## src/design/active_expired_priority_queue_top_macros.svh

```systemverilog
// Assertion macros used by the top-level design file.
`ifndef ACTIVE_EXPIRED_PRIORITY_QUEUE_TOP_MACROS_SVH
`define ACTIVE_EXPIRED_PRIORITY_QUEUE_TOP_MACROS_SVH

`ifndef SYNTHESIS
`define AEPQ_ASSERT(name, prop) \
    name: assert property (@(posedge i_clk) disable iff (!i_rst_n) prop) \
        else $error("AEPQ assertion failed");
`define AEPQ_ASSERT_RST(name, prop) \
    name: assert property (@(posedge i_clk) prop) \
        else $error("AEPQ reset assertion failed");
`else
`define AEPQ_ASSERT(name, prop)
`define AEPQ_ASSERT_RST(name, prop)
`endif

`endif

```

## src/design/aepq_pkg.sv

```systemverilog
package aepq_pkg;

    localparam int MAX_LEVELS = 16;
    localparam int MAX_TASKS  = 256;

    localparam int LVL_W  = (MAX_LEVELS > 1) ? $clog2(MAX_LEVELS) : 1;
    localparam int ADDR_W = (MAX_TASKS > 1) ? $clog2(MAX_TASKS) : 1;
    localparam int ID_W   = 8;
    localparam int CFG_W  = 5;
    localparam int PRIO_W = 5;
    localparam int OLVL_W = 4;

    localparam int APB_DW = 32;
    localparam int APB_AW = 3;

    localparam logic [CFG_W-1:0] LEVELS_RESET = 5'd4;

    localparam logic REG_LEVELS   = 1'b0;
    localparam logic STATUS_OK    = 1'b0;
    localparam logic STATUS_RANGE = 1'b1;

    typedef enum logic {
        OP_ADD = 1'b0,
        OP_GET = 1'b1
    } t_op;

    typedef struct packed {
        logic             hit;
        logic             swap;
        logic [LVL_W-1:0] level;
    } t_scan;

endpackage

```

## src/design/aepq_ram.sv

```systemverilog
module aepq_ram #(
    parameter int WIDTH = 8,
    parameter int DEPTH = 256
) (
    input  logic                     i_clk,
    input  logic                     i_we,
    input  logic [$clog2(DEPTH)-1:0] i_waddr,
    input  logic [WIDTH-1:0]         i_wdata,
    input  logic                     i_re,
    input  logic [$clog2(DEPTH)-1:0] i_raddr,
    output logic [WIDTH-1:0]         o_rdata
);

    logic [WIDTH-1:0] r_mem [DEPTH];
    logic [WIDTH-1:0] r_rdata;

    always_ff @(posedge i_clk) begin
        if (i_we) begin
            r_mem[i_waddr] <= i_wdata;
        end
        if (i_re) begin
            r_rdata <= r_mem[i_raddr];
        end
    end

    assign o_rdata = r_rdata;

endmodule

```

## src/design/aepq_scan.sv

```systemverilog
module aepq_scan (
    input  logic [aepq_pkg::MAX_LEVELS-1:0] i_active_ne,
    input  logic [aepq_pkg::MAX_LEVELS-1:0] i_expired_ne,
    input  logic [aepq_pkg::CFG_W-1:0]      i_eff,
    output aepq_pkg::t_scan                 o_scan
);

    import aepq_pkg::*;

    logic [MAX_LEVELS-1:0] mask;
    logic [MAX_LEVELS-1:0] act_vec;
    logic [MAX_LEVELS-1:0] exp_vec;
    logic [LVL_W-1:0]      act_lvl;
    logic [LVL_W-1:0]      exp_lvl;

    always_comb begin
        for (int l = 0; l < MAX_LEVELS; l++) begin
            mask[l] = (l < int'(i_eff));
        end
        act_vec = i_active_ne & mask;
        exp_vec = i_expired_ne & mask;
        act_lvl = '0;
        exp_lvl = '0;
        for (int l = 0; l < MAX_LEVELS; l++) begin
            if (act_vec[l]) begin
                act_lvl = LVL_W'(l);
            end
            if (exp_vec[l]) begin
                exp_lvl = LVL_W'(l);
            end
        end
        o_scan.swap  = ~|act_vec;
        o_scan.hit   = (|act_vec) | (|exp_vec);
        o_scan.level = (|act_vec) ? act_lvl : exp_lvl;
    end

endmodule

```

## src/design/active_expired_priority_queue_top.sv

```systemverilog
// A transaction accepted into stage A passes through stage B and the output register
// before its result shows. It moves into stage B only once stage B is empty, as a get
// needs the next-link memory read there before the list head can be rewritten.
// Reset is synchronous and active low; control state and list occupancy clear, the
// level count returns to four, and no memory clearing pass is needed.
`include "active_expired_priority_queue_top_macros.svh"

module active_expired_priority_queue_top (
    input  logic                         i_clk,
    input  logic                         i_rst_n,
    input  logic                         i_valid,
    output logic                         o_stall,
    input  logic                         i_op,
    input  logic [aepq_pkg::ID_W-1:0]    i_task_id,
    input  logic signed [aepq_pkg::PRIO_W-1:0] i_dyn_prio,
    input  logic [aepq_pkg::PRIO_W-1:0]  i_static_prio,
    output logic                         o_valid,
    input  logic                         i_stall,
    output logic                         o_task_valid,
    output logic [aepq_pkg::ID_W-1:0]    o_out_task,
    output logic [aepq_pkg::OLVL_W-1:0]  o_out_level,
    output logic                         o_to_expired,
    output logic                         o_banks_swapped,
    output logic                         o_status,
    input  logic                         psel,
    input  logic                         penable,
    input  logic                         pwrite,
    input  logic [aepq_pkg::APB_AW-1:0]  paddr,
    input  logic [aepq_pkg::APB_DW-1:0]  pwdata,
    output logic [aepq_pkg::APB_DW-1:0]  prdata,
    output logic                         pready
);

    import aepq_pkg::*;

    logic [CFG_W-1:0]      r_levels;
    logic [CFG_W-1:0]      eff;

    logic                  r_a_valid;
    t_op                   r_a_op;
    logic [ID_W-1:0]       r_a_id;
    logic [PRIO_W-1:0]     r_a_dyn;
    logic [PRIO_W-1:0]     r_a_sp;

    logic                  r_b_valid;
    logic                  r_b_upd;
    logic                  r_b_bank;
    logic [LVL_W-1:0]      r_b_lvl;
    logic                  r_b_task_valid;
    logic [ID_W-1:0]       r_b_task;
    logic [OLVL_W-1:0]     r_b_level;
    logic                  r_b_to_exp;
    logic                  r_b_swapped;
    logic                  r_b_status;

    logic                  r_out_valid;
    logic                  r_out_task_valid;
    logic [ID_W-1:0]       r_out_task;
    logic [OLVL_W-1:0]     r_out_level;
    logic                  r_out_to_exp;
    logic                  r_out_swapped;
    logic                  r_out_status;

    logic                  r_bank;
    logic [MAX_LEVELS-1:0] r_ne [2];
    logic [ID_W-1:0]       r_head [2][MAX_LEVELS];
    logic [ID_W-1:0]       r_tail [2][MAX_LEVELS];

    logic                  cfg_wr;
    logic                  in_acc;
    logic                  a_adv;
    logic                  out_free;
    logic                  b_done;

    logic                  is_add;
    logic                  to_exp;
    logic signed [PRIO_W:0] add_lvl_s;
    logic                  add_ok;
    logic                  add_bank;
    logic [LVL_W-1:0]      add_lvl;
    t_scan                 scan;
    logic                  get_bank;
    logic                  sel_bank;
    logic [LVL_W-1:0]      sel_lvl;
    logic [ID_W-1:0]       sel_head;
    logic [ID_W-1:0]       sel_tail;
    logic                  sel_ne;
    logic                  get_last;

    logic                  ram_we;
    logic                  ram_re;
    logic [ID_W-1:0]       ram_rdata;

    logic                  n_b_task_valid;
    logic [ID_W-1:0]       n_b_task;
    logic [OLVL_W-1:0]     n_b_level;
    logic                  n_b_to_exp;
    logic                  n_b_swapped;
    logic                  n_b_status;

    assign cfg_wr   = psel && penable && pwrite && pready;
    assign pready   = 1'b1;
    assign prdata   = (paddr[2] == REG_LEVELS) ? APB_DW'(r_levels) : '0;

    assign eff      = (int'(r_levels) > MAX_LEVELS) ? CFG_W'(MAX_LEVELS) : r_levels;

    assign out_free = !r_out_valid || !i_stall;
    assign b_done   = r_b_valid && out_free;
    assign a_adv    = r_a_valid && !r_b_valid;
    assign o_stall  = r_a_valid && !a_adv;
    assign in_acc   = i_valid && !o_stall;

    assign is_add    = (r_a_op == OP_ADD);
    assign to_exp    = r_a_dyn[PRIO_W-1];
    assign add_lvl_s = to_exp ? ($signed({1'b0, r_a_sp}) - 6'sd1)
                              : $signed({r_a_dyn[PRIO_W-1], r_a_dyn});
    assign add_ok    = !add_lvl_s[PRIO_W] && (add_lvl_s[PRIO_W-1:0] < eff);
    assign add_bank  = to_exp ? ~r_bank : r_bank;
    assign add_lvl   = LVL_W'(add_lvl_s[PRIO_W-1:0]);

    aepq_scan u_scan (
        .i_active_ne  (r_ne[r_bank]),
        .i_expired_ne (r_ne[~r_bank]),
        .i_eff        (eff),
        .o_scan       (scan)
    );

    assign get_bank = scan.swap ? ~r_bank : r_bank;
    assign sel_bank = is_add ? add_bank : get_bank;
    assign sel_lvl  = is_add ? add_lvl : scan.level;
    assign sel_head = r_head[sel_bank][sel_lvl];
    assign sel_tail = r_tail[sel_bank][sel_lvl];
    assign sel_ne   = r_ne[sel_bank][sel_lvl];
    assign get_last = (sel_head == sel_tail);

    assign ram_we = a_adv && is_add && add_ok && sel_ne;
    assign ram_re = a_adv && !is_add && scan.hit && !get_last;

    aepq_ram #(
        .WIDTH (ID_W),
        .DEPTH (MAX_TASKS)
    ) u_link_ram (
        .i_clk   (i_clk),
        .i_we    (ram_we),
        .i_waddr (ADDR_W'(sel_tail)),
        .i_wdata (r_a_id),
        .i_re    (ram_re),
        .i_raddr (ADDR_W'(sel_head)),
        .o_rdata (ram_rdata)
    );

    always_comb begin
        n_b_task_valid = 1'b0;
        n_b_task       = '0;
        n_b_level      = '0;
        n_b_to_exp     = 1'b0;
        n_b_swapped    = 1'b0;
        n_b_status     = STATUS_OK;
        if (is_add) begin
            if (add_ok) begin
                n_b_level  = OLVL_W'(add_lvl);
                n_b_to_exp = to_exp;
            end else begin
                n_b_status = STATUS_RANGE;
            end
        end else begin
            n_b_swapped = scan.swap;
            if (scan.hit) begin
                n_b_task_valid = 1'b1;
                n_b_task       = sel_head;
                n_b_level      = OLVL_W'(scan.level);
            end
        end
    end

    always_ff @(posedge i_clk) begin
        if (!i_rst_n) begin
            r_levels    <= LEVELS_RESET;
            r_a_valid   <= 1'b0;
            r_b_valid   <= 1'b0;
            r_out_valid <= 1'b0;
            r_bank      <= 1'b0;
            r_ne[0]     <= '0;
            r_ne[1]     <= '0;
        end else begin
            if (cfg_wr && paddr[2] == REG_LEVELS) begin
                r_levels <= pwdata[CFG_W-1:0];
            end
            if (in_acc) begin
                r_a_valid <= 1'b1;
            end else if (a_adv) begin
                r_a_valid <= 1'b0;
            end
            if (a_adv) begin
                r_b_valid <= 1'b1;
            end else if (b_done) begin
                r_b_valid <= 1'b0;
            end
            if (b_done) begin
                r_out_valid <= 1'b1;
            end else if (!i_stall) begin
                r_out_valid <= 1'b0;
            end
            if (a_adv) begin
                if (is_add) begin
                    if (add_ok) begin
                        r_ne[add_bank][add_lvl] <= 1'b1;
                    end
                end else begin
                    if (scan.swap) begin
                        r_bank <= ~r_bank;
                    end
                    if (scan.hit && get_last) begin
                        r_ne[get_bank][scan.level] <= 1'b0;
                    end
                end
            end
        end
    end

    always_ff @(posedge i_clk) begin
        if (in_acc) begin
            r_a_op  <= t_op'(i_op);
            r_a_id  <= i_task_id;
            r_a_dyn <= i_dyn_prio;
            r_a_sp  <= i_static_prio;
        end
        if (a_adv) begin
            r_b_upd        <= !is_add && scan.hit && !get_last;
            r_b_bank       <= sel_bank;
            r_b_lvl        <= sel_lvl;
            r_b_task_valid <= n_b_task_valid;
            r_b_task       <= n_b_task;
            r_b_level      <= n_b_level;
            r_b_to_exp     <= n_b_to_exp;
            r_b_swapped    <= n_b_swapped;
            r_b_status     <= n_b_status;
            if (is_add && add_ok) begin
                r_tail[add_bank][add_lvl] <= r_a_id;
                if (!sel_ne) begin
                    r_head[add_bank][add_lvl] <= r_a_id;
                end
            end
        end
        if (b_done) begin
            if (r_b_upd) begin
                r_head[r_b_bank][r_b_lvl] <= ram_rdata;
            end
            r_out_task_valid <= r_b_task_valid;
            r_out_task       <= r_b_task;
            r_out_level      <= r_b_level;
            r_out_to_exp     <= r_b_to_exp;
            r_out_swapped    <= r_b_swapped;
            r_out_status     <= r_b_status;
        end
    end

    assign o_valid         = r_out_valid;
    assign o_task_valid    = r_out_task_valid;
    assign o_out_task      = r_out_task;
    assign o_out_level     = r_out_level;
    assign o_to_expired    = r_out_to_exp;
    assign o_banks_swapped = r_out_swapped;
    assign o_status        = r_out_status;

    `AEPQ_ASSERT(a_b_held, r_b_valid && !b_done |=> r_b_valid && $stable(r_b_lvl))
    `AEPQ_ASSERT(a_add_excl, r_out_valid && r_out_to_exp |-> !r_out_swapped && !r_out_task_valid)
    `AEPQ_ASSERT(a_link_read, ram_re |=> r_b_valid && r_b_upd && r_b_task_valid)
    `AEPQ_ASSERT_RST(a_reset_clear, !i_rst_n |=> !r_a_valid && !r_b_valid && !r_out_valid)

endmodule
```

## config.mk

```make
export PLATFORM = sky130hd
export DESIGN_NAME = active_expired_priority_queue_top
export DESIGN_NICKNAME = d
export VERILOG_FILES = /design/src/design/aepq_pkg.sv /design/src/design/aepq_ram.sv /design/src/design/aepq_scan.sv /design/src/design/active_expired_priority_queue_top.sv
export VERILOG_INCLUDE_DIRS = /design/src /design/src/design
export SDC_FILE = /design/constraint.sdc
export NUM_CORES = 2
export LEC_CHECK = 0
export ABC_CLOCK_PERIOD_IN_PS = 6650
export BUFFER_PORTS_ARGS = -buffer_cell sky130_fd_sc_hd__buf_2
export CORE_MARGIN = 3
export CORE_UTILIZATION = 55
export DETAILED_ROUTE_END_ITERATION = 8
export GPL_ROUTABILITY_DRIVEN = 0
export PLACE_DENSITY = 0.81
export SYNTH_ARGS = -nofsm -noshare
export SYNTH_HDL_FRONTEND = slang
export SYNTH_SLANG_ARGS = --single-unit
```

## constraint.sdc

```tcl
create_clock -name i_clk -period 6.65 [get_ports i_clk]
set_input_delay 0.3325 -clock i_clk [delete_from_list [all_inputs] [get_ports i_clk]]
set_output_delay 0.3325 -clock i_clk [all_outputs]
set_load 0.005 [all_outputs]
```

==> impl_metrics.env <==
export IMPL_path_max_fanout=30
export IMPL_endpoint_kind="flip-flop"
export IMPL_start_kind="flip-flop"
export IMPL_wire_per_inst_microns=27.4
export IMPL_period_needed_ns=6.63
export IMPL_worstHoldPathCells=2
export IMPL_cts_tree="built"
export IMPL_ant_nets=0
export IMPL_dp_final_hpwl_microns=186000
export IMPL_syn_area_per_cell_sq_um=13.6
export IMPL_grt_max_degree=198
export IMPL_power_density_nw_per_um2=353
export IMPL_syn_inst=7982
export IMPL_arrival_ns=7.38
export IMPL_drive_above_1_share_pct=15.3
export IMPL_status="finished, final reports clean"
export IMPL_ir_worst_vdd_v=0.000365
export IMPL_clk_path_buf_depth=4
export IMPL_synth_largest_area_cell="edfxtp_1"
export IMPL_synth_common_cells="2657 x edfxtp_1, 2052 x nand2_1, 527 x nand3_1, 431 x nor2_1, 332 x and3_1"
export IMPL_max_freq_mhz=151
export IMPL_fp_dieArea_sq_um=203000
export IMPL_cts_sinks=2667
export IMPL_place_inst=10749
export IMPL_syn2layout_area_growth_pct=14.9
export IMPL_worst_ep_required_time_ns=7.41
export IMPL_slew_viol_final=0
export IMPL_synth_cell_types=90
export IMPL_ys_seq_area_share_pct=73.6
export IMPL_synth_top_area_share_pct=73.5
export IMPL_finalCritPeriodShare_pct=99.7
export IMPL_clk_latency_ns=0.94
export IMPL_hold_viol=0
export IMPL_die_y_microns=450
export IMPL_totalWireLength_microns=309000
export IMPL_synth_enable_flop_cells=2657
export IMPL_rr_worst_depth=21
export IMPL_synth_area_top_cells="edfxtp_1 73%, nand2_1 7.1%, nand3_1 2.4%"
export IMPL_path_class="flip-flop to flip-flop"
export IMPL_total_power_mw=44.1
export IMPL_start_util_pct=55.5
export IMPL_synthArstFlopShare_pct=0
export IMPL_syn_area_sq_um=109000
export IMPL_cts_clk_slew_worst_paths_ns=0.07
export IMPL_coreArea_sq_um=196000
export IMPL_ioPinCount=112
export IMPL_yosysMostFrequentCell="edfxtp_1"
export IMPL_drc_errors=0
export IMPL_min_from="i_static_prio[2]"
export IMPL_timing_rr_end="u_link_ram.o_rdata[2]$_DFFE_PP_"
export IMPL_maxSlewHeadroom_pct=15.8
export IMPL_numCtsBuffers=279
export IMPL_synth_main_ff_cell="edfxtp_1"
export IMPL_r2r_start="r_ne[1][1]$_SDFFCE_PN0P_"
export IMPL_r2r_setup_slack_ns=0.02
export IMPL_grt_pass1_vias=71748
export IMPL_drt_iter0_drc=13090
export IMPL_worstSetupStartpoint="r_ne[1][1]$_SDFFCE_PN0P_"
export IMPL_grt_usage_pct=29.8
export IMPL_yosysWarnings=0
export IMPL_worstHoldPathType="input port to flip-flop"
export IMPL_design_area_sq_um=125000
export IMPL_dpl_cell_area_sq_um=115000
export IMPL_vias=73896
export IMPL_drtPass1Iterations=6
export IMPL_antenna_found_initial=14
export IMPL_overflow=0
export IMPL_vias_per_cell=6.56
export IMPL_num_nets_final=8521
export IMPL_ys_ff_latch=2667
export IMPL_htree_levels=5
export IMPL_finalClockSkew_ns=0.0853
export IMPL_p_leak_nw=42.7
export IMPL_cap_violations=0
export IMPL_final_cells=11260
export IMPL_tightest_slew_ns=1.26
export IMPL_holdPathEnd="r_a_sp[2]$_DFFE_PP_"
export IMPL_io_buffers=54
export IMPL_grt_pass1_wl_microns=454000
export IMPL_rows=162
export IMPL_dieWidth_microns=450
export IMPL_setup_viol=0
export IMPL_clock_root_buffer="clkbuf_16"
## how the worst max path moves through the flow
stage                                              end  slack (ns)  cells past startpoint
floorplan            u_link_ram.r_mem[28][0]$_DFFE_PP_        0.65                     21
finish                 u_link_ram.o_rdata[2]$_DFFE_PP_        0.02                     21
CTS                 u_link_ram.r_mem[135][7]$_DFFE_PP_       -0.08                     19
global placement       u_link_ram.o_rdata[2]$_DFFE_PP_       -0.27                     21
global route           u_link_ram.o_rdata[6]$_DFFE_PP_      -0.008                     25
detailed placement     u_link_ram.o_rdata[1]$_DFFE_PP_       -0.46                     23
## flip-flops by register name, indices dropped and copies added (netlist names), 4 cells and up, named ones only
register            count
u_link_ram.r_mem     2048
r_head                256
r_tail                256
r_ne                   32
o_out_task              8
r_a_id                  8
r_b_task                8
u_link_ram.o_rdata      8
r_a_dyn                 5
r_a_sp                  5
r_levels                5
o_out_level             4
r_b_level               4
r_b_lvl                 4
## power breakdown
| group | internal [mW] | switching (mW) | leakage, nW |
|---|---|---|---|
| Clock | 8.46 | 6.22 | 4.08 |
| Sequential | 18.6 | 0.0653 | 24.0 |
| Combinational | 3.43 | 7.34 | 14.6 |
## stage by stage
step                      setup TNS [ns]  setup WS (ns)  util (%)  hold slack (ns)
after global placement            -0.844         -0.270      59.0            0.408
final                                  0         0.0223      63.8            0.116
after CTS                          -1.30        -0.0850      63.6           0.0834
after detailed placement          -11.95         -0.457      59.0            0.407
after global routing             -0.0160       -0.00816      63.8            0.108
after floorplan                        0          0.652         -            0.400
## area by class of cell
cell class / instances / area, sq um
flip-flops and latches: 2667 / 80000
fillers: 12791 / 70800
multi-input cells: 4754 / 26600
clock buffers: 342 / 7420
repair buffers: 736 / 6540
well taps: 2624 / 3280
clock inverters: 116 / 955
inverters: 17 / 66.3
diodes: 4 / 10.0
## routing by layer
layer	share of wire [%]	vias to the layer above	global-route usage [%]
met5	0.033	-	0
met3	14	1273	8.63
li1	-	30756	-
met2	46	6237	45.9
met4	6.7	14	16.9
met1	33	35616	38.0
## logic make-up after synthesis
family / after synthesis / synth area share, %
AO/OA/AOI/OAI: 914 / 6.03
XOR/XNOR: 15 / 0.135
other: 2 / 0.00691
AND/OR/NAND/NOR: 3523 / 14.1
buffers and inverters: 587 / 2.44
adder cells (fa/ha/maj): 5 / 0.0576
multiplexers: 269 / 3.62
flip-flops: 2667 / 73.6
## critical path: stages, from the launching register on
cell and delay (ns):
edfxtp_1 0.49, or3b_2 0.51, o311a_1 0.13, a2111o_1 0.44
nor4_4 0.19, nand2_2 0.18, inv_4 0.17, or3_4 0.23
nand2_8 0.11, inv_2 0.10, a2111oi_0 0.10, buf_4 0.15
or4_1 0.49, mux4_4 0.62, buf_12 0.19, buf_12 0.20
buf_4 0.22, mux2i_1 0.16, a32o_1 0.24, o311ai_1 0.98
nor4_2 0.17, nor4_1 0.33
## layout by cell type, fill, tap and decap left out, drive strengths merged, types with 96 or more instances in the layout
cell,synthesis,layout
nand3,527,527
clkbuf,316,345
nor2,431,431
buf,254,699
a31oi,164,164
a21oi,97,97
a311oi,235,235
mux2i,150,150
nand2,2054,2054
mux4,96,96
edfxtp,2657,2657
and3,332,332
o21ai,150,150
## timing repair
action                                  4_1_cts  5_1_grt
setup buffers                                 6        6
hold endpoints to repair                     77        0
pin swaps                                     2        5
endpoints found under the setup margin      156     1236
gates resized for setup                      35       78
hold buffers                                 34        0
gates cloned                                  0        3
Power figures use the tool's default switching activity.
